<file path="src/rtl/core/cpor_pkg.sv">
// Package for the circle pair overlap resolver: widths, pipeline depths,
// result flag positions and the sideband record carried along the pipeline.
// No dependencies.
package cpor_pkg;

	localparam int POS_W       = 32;
	localparam int RAD_W       = 31;
	localparam int SQ_STAGES   = 32;
	localparam int DIV_STAGES  = 32;
	// front four stages, sqrt, pen, products, divide, products, divide, output
	localparam int PIPE_LAT    = 4 + SQ_STAGES + 2 + DIV_STAGES + 1 + DIV_STAGES + 1;
	localparam int IN_TDATA_W  = 256;
	localparam int OUT_TDATA_W = 128;
	localparam int OUT_TUSER_W = 2;

	// result flag positions in tuser
	localparam int TU_OVERLAPPED = 0;
	localparam int TU_DEGENERATE = 1;

	localparam logic signed [POS_W+1:0] SAT_MAX = 34'sd2147483647;
	localparam logic signed [POS_W+1:0] SAT_MIN = -34'sd2147483648;

	typedef struct packed {
		logic signed [POS_W-1:0] x1;
		logic signed [POS_W-1:0] y1;
		logic signed [POS_W-1:0] x2;
		logic signed [POS_W-1:0] y2;
		logic                    neg_x;
		logic                    neg_y;
		logic [POS_W-1:0]        adx;
		logic [POS_W-1:0]        ady;
		logic [POS_W-1:0]        m;
		logic [RAD_W-1:0]        im1;
		logic [RAD_W-1:0]        im2;
		logic [POS_W-1:0]        msum;
		logic [POS_W-1:0]        len;
		logic                    hit;
		logic                    degen;
	} side_t;

endpackage

</file>
<file path="src/rtl/core/cpor_sqrt.sv">
// Pipelined integer square root, one result bit per stage, 64-bit radicand.
// Depends on cpor_pkg for the stage count.
module cpor_sqrt (
	input  logic        clk,
	input  logic        en,
	input  logic [63:0] rad,
	output logic [31:0] root
);
	import cpor_pkg::*;

	logic [33:0] rem_s  [SQ_STAGES];
	logic [31:0] root_s [SQ_STAGES];
	logic [63:0] rad_s  [SQ_STAGES];

	genvar k;
	generate
		for (k = 0; k < SQ_STAGES; k++) begin : g_stage
			logic [33:0] src_rem;
			logic [31:0] src_root;
			logic [63:0] src_rad;
			logic [35:0] cur;
			logic [35:0] trial;
			logic        ge;

			// take the previous stage, or the radicand at the head
			if (k == 0) begin : g_head
				assign src_rem  = '0;
				assign src_root = '0;
				assign src_rad  = rad;
			end else begin : g_body
				assign src_rem  = rem_s[k-1];
				assign src_root = root_s[k-1];
				assign src_rad  = rad_s[k-1];
			end

			// bring down two radicand bits and try 4*root+1
			assign cur   = {src_rem, src_rad[63:62]};
			assign trial = {2'b00, src_root, 2'b01};
			assign ge    = (cur >= trial);

			always_ff @(posedge clk) begin
				if (en) begin
					rem_s[k]  <= ge ? 34'(cur - trial) : cur[33:0];
					root_s[k] <= {src_root[30:0], ge};
					rad_s[k]  <= {src_rad[61:0], 2'b00};
				end
			end
		end
	endgenerate

	assign root = root_s[SQ_STAGES-1];

endmodule

</file>
<file path="config.mk">
export PLATFORM = sky130hd
export DESIGN_NAME = cpor_sqrt
export DESIGN_NICKNAME = d
export VERILOG_FILES = /design/src/rtl/core/cpor_pkg.sv /design/src/rtl/core/cpor_sqrt.sv
export SDC_FILE = /design/constraint.sdc
export NUM_CORES = 2
export LEC_CHECK = 0
export BUFFER_PORTS_ARGS = -buffer_cell sky130_fd_sc_hd__clkbuf_2
export CAP_MARGIN = 5
export CORE_ASPECT_RATIO = 1.4
export CORE_MARGIN = 2
export CORE_UTILIZATION = 60
export CTS_BUF_LIST = sky130_fd_sc_hd__clkbuf_8
export CTS_CLUSTER_DIAMETER = 200
export DETAILED_ROUTE_END_ITERATION = 16
export GPL_ROUTABILITY_DRIVEN = 1
export PLACE_DENSITY = 0.76
export SYNTH_ARGS = -nofsm -noshare
export SYNTH_HDL_FRONTEND = slang
export SYNTH_MEMORY_MAX_BITS = 65536
export SYNTH_SLANG_ARGS = --single-unit
</file>
<file path="constraint.sdc">
create_clock -name clk -period 11.2 [get_ports clk]
set_input_delay 2.24 -clock clk [delete_from_list [all_inputs] [get_ports clk]]
set_output_delay 2.24 -clock clk [all_outputs]
set_load 0.05 [all_outputs]
</file>
==> After elaboration in Yosys (flattened, before gate mapping) <==
Memory sizes are Yosys's and may differ from the RTL's.
Index checks and enable logic that the tools add are counted.
{ "op_classes": {"n_bitwise": 0, "mux": 34, "multipliers": 0, "magnitude_cmp": 32, "n_reduce_logical": 0, "addsub": 32, "eq_ne": 0, "shift": 0, "n_div": 0} }
{ "ops": {"columns": ["cell", "count"], "rows": [
  ["36-bit by 34-bit >= comparator with 1-bit output", 31],
  ["34-bit 2-to-1 mux", 32],
  ["34-bit subtractor", 31],
  ["2-bit by 1-bit subtractor with 3-bit output, second input constant", 1],
  ["2-bit by 1-bit >= comparator with 1-bit output, second input constant", 1],
  ["1-bit 2-to-1 mux", 2]
]} }
{ "word_totals": {"ramBits": 4096, "rom_bits": 0, "register_bits": 0, "mem_count": 3, "output_inout_bits": 32, "wordCells": 101, "latch_bits": 0} }
{ "mem_list": {"columns": ["name", "words", "word_bits", "rd", "rd_clocked_by_memory_dff", "wr", "line_no", "source"], "rows": [
  ["rad_s", 32, 62, 31, 0, 32, "cpor_sqrt.sv:13", "logic [63:0] rad_s [SQ_STAGES];"],
  ["rem_s", 32, 34, 31, 0, 32, "cpor_sqrt.sv:11", "logic [33:0] rem_s [SQ_STAGES];"],
  ["root_s", 32, 32, 32, 0, 32, "cpor_sqrt.sv:12", "logic [31:0] root_s [SQ_STAGES];"]
]} }

==> Depth between registers and ports, before layout <==
An unclocked memory read counts as a cell.
{ "logic_depth": {"depth_word": 3, "depth_mapped": 14} }

==> Worst setup path after synthesis <==
Ideal clock, no wire load.
{ "synth_path": {"path_kind": "register -> register", "from": "memory rem_s[10][20]", "to": "memory rem_s[11][23], data pin", "required_ps": 10929, "period_less_slack_ps": 3633, "arrival_time_ps": 3362, "setup_slack_ps": 7567, "stages_incl_launch_ff": 13, "setup_ps": 271, "cell_sequence": "edfxtp_1 or4_1 or3_1 or4_1 or3_1 or3_1 or3_1 buf_6 nand2b_4 or3_2 buf_6 nor4_1 xor2_1"} }
{ "synth_rtl": {"columns": ["item", "line_no"], "rows": [
  ["from (decl)", "cpor_sqrt.sv:11"]
]} }

==> impl_results.md <==
* Outcome: finished, final reports clean
* Vias per cell at 5.791
* Cells after synthesis at 8958
* Cell area after layout at 0.1271 mm²
* Vias in the first global route at 70498
* Setup bufs post-CTS at 0
* Post-synthesis cell area at 0.1166 mm²
* Total CTS buffers at 370
* Area Growth Syn to Fin at 8.960%
* Compound-gate portion of the synthesized area at 9.282%
* CP Data Required Time at 11900 ps
* Placed Area at 0.1201 mm²
* Post-cts sizing count at 0
* Root Driver: clkbuf_8
* VDD IR-drop max at 180.5 µV
* Clock slew at reported path FFs at 60 ps
* Flop-to-flop setup slack at 6560 ps
* CORE AREA at 0.1933 mm²
* Initial Util at 60.31%
* Synth async-reset ratio at 0%
* Pin count of the biggest net entering global routing at 201
* Simple-Gate Fraction of Synth Area at 9.706%
* Clk buf depth at 4
* XOR/XNOR Fraction of Synth Area at 6.370%
* Iter 0 DRT Violations at 4790
* CTS sink count at 2523
* Drc violations at 0
* I/O Buffers at 97
* Worst Hold Class: reg2reg
* Commonest cells after routing, fill and taps aside: edfxtp_1, inv_1, nand2_1, a21oi_1, nor2_1
* TritonCTS clock tree: yes
* Worst hold slack at 374.0 ps
* Post-synthesis adder-cell area fraction at 6.030%
* Finished Core Util at 65.72%
* Fin crit period at 4639 ps
* WP data arrival at 5340 ps
* RSZ-0062 raised after global routing: false
* Final Setup Violations at 0
* Clock skew at 104.6 ps
* Post-DP HPWL at 165200 µm
* Share of layout cells above drive strength 1 at 7.894%
* Drt wl/cell at 18.94 µm
* Most common cell after layout, fill and taps aside: edfxtp_1
* Final worst slack at 6561 ps
* Combinational family with the most area after synthesis: simple AND/OR/NAND/NOR gates
* Pwr/cell area at 195.9 mW/mm²
* Relative slew slack at 14.62%
* Ports at 98
* Register area share after synthesis at 64.97%
* Crit share post-route at 41.42%
* Hold-fix buffers, CTS at 0
* Die area at 0.1979 mm²
* Path type of the worst setup path: reg2reg
* Mux cell area share after synthesis at 0.8037%
* Initial antenna violation count at 3
* DRT Wirelength at 229400 µm
* GRT Total Usage at 22.93%
* Setup TNS at 0 ps
* Pre-CTS WS at 6018 ps
* CP Capture Type: flip-flop
* R2R depth at 12
* Global-route wire length before repair at 364200 µm
* Final Net Count at 9935
* Slew Viols, Final at 0
* Yosys warning count at 0
* Commonest register cell after synthesis: edfxtp_1
* H-tree depth at 5
* Critical-path maximum fanout at 45
* Number of max-cap violations at 0
* Register bit count reported by yosys at 2523
* Post-DRT Antenna Nets at 0
* Post-synth EDFFs at 2523
* Syn Area/Cell at 13.02 µm²
* Grt ovf at 0
* Router iterations before antenna repair at 8
* Count of cell types in the netlist at 86
* Routability cong. at 0.9029
* Vias at 70138
* Die Y at 525.6 µm
* Net Count, Synth at 9586
* Least-Margin Pin Slew at 1248 ps
* Worst skew pair latency at 1000 ps
* Chip width at 376.6 µm
* Critical Path Source Type: flip-flop
* Hold path depth at 0
* Hold Vio Cnt, Final at 0
* Rows at 191
* F_max at 215.6 MHz
* Leak at 0.04915 µW
## flip-flops by register name, summed over array words and instances (netlist names)
register / cells
rad_s: 992
rem_s: 1003
root_s: 528
## final timing paths
kind / from / end
worst max-delay path: rem_s[23][0]$_DFFE_PP_ / rem_s[24][22]$_DFFE_PP_
worst min register to register: rad_s[11][58]$_DFFE_PP_ / rad_s[12][60]$_DFFE_PP_
worst max register to register: rem_s[23][0]$_DFFE_PP_ / rem_s[24][22]$_DFFE_PP_
worst min-delay path: rad_s[11][58]$_DFFE_PP_ / rad_s[12][60]$_DFFE_PP_
## critical path, cell delays in order, from the launching register on
cell	delay, ps
edfxtp_1	400
ha_1	360
nor2b_1	150
o21a_1	210
o21ai_0	330
a41oi_1	260
o21ai_0	470
o21ai_0	400
nor2b_1	280
nor3b_2	460
buf_4	480
inv_1	260
mux2_2	320
## final cells by class
type / count / area [µm²]
sequential: 2523 / 75760
clock inverter: 275 / 1665
clock buffer: 379 / 5216
antenna: 13 / 32.53
multi-input combinational: 5565 / 37610
fill: 13661 / 66280
timing repair buffer: 143 / 983.4
inverter: 704 / 2643
tap: 2509 / 3139
## cell families after synthesis
logic type	Yosys count
mux	85
buf+inv	870
other cells	1
fa+ha+maj	562
compound gates	1762
simple gates	2307
flops	2523
xor+xnor	848
## per-layer routing
metal	share of wire (%)	vias up	track usage, %	routed length [µm]
li1	-	33834	-	-
met1	38	33981	25.43	86280
met2	54	1687	42.51	122900
met3	3.7	636	3.328	8562
met4	5.0	0	11.47	11570
met5	0	-	0	0
## synthesized netlist by cell type (103+ instances only)
master    number  area [µm²]
edfxtp_1    2523       75760
ha_1         562        7032
nand3_1      142       710.7
o21ai_0      447        2237
inv_1        701        2631
nand2_1      622        2335
nor2_1       573        2151
nor4_1       107       669.4
nand2b_1     108       675.7
nor3_1       210        1051
xnor2_1      420        3679
a21o_1       233        1749
xor2_1       428        3749
clkbuf_1     142       533.0
or3_1        103       644.4
a21oi_1      591        2958
## report_power, final
| part | switching [µW] | leakage (µW) | internal [µW] |
|---|---|---|---|
| registers | 768 | 0.0243 | 11900 |
| logic | 3020 | 0.0210 | 2190 |
| clock network | 3430 | 0.00390 | 3550 |
| total | 7220 | 0.0491 | 17700 |
## through the flow
step | cells | power (µW)
3_5_place_dp | 11444 | 18040
3_3_place_gp | 11444 | 17880
5_1_grt | 12111 | 26210
6_report | 12111 | 24890
2_1_floorplan | 8958 | 16460
4_1_cts | 12098 | 25090
No activity file was read; power rests on OpenSTA's default activity.
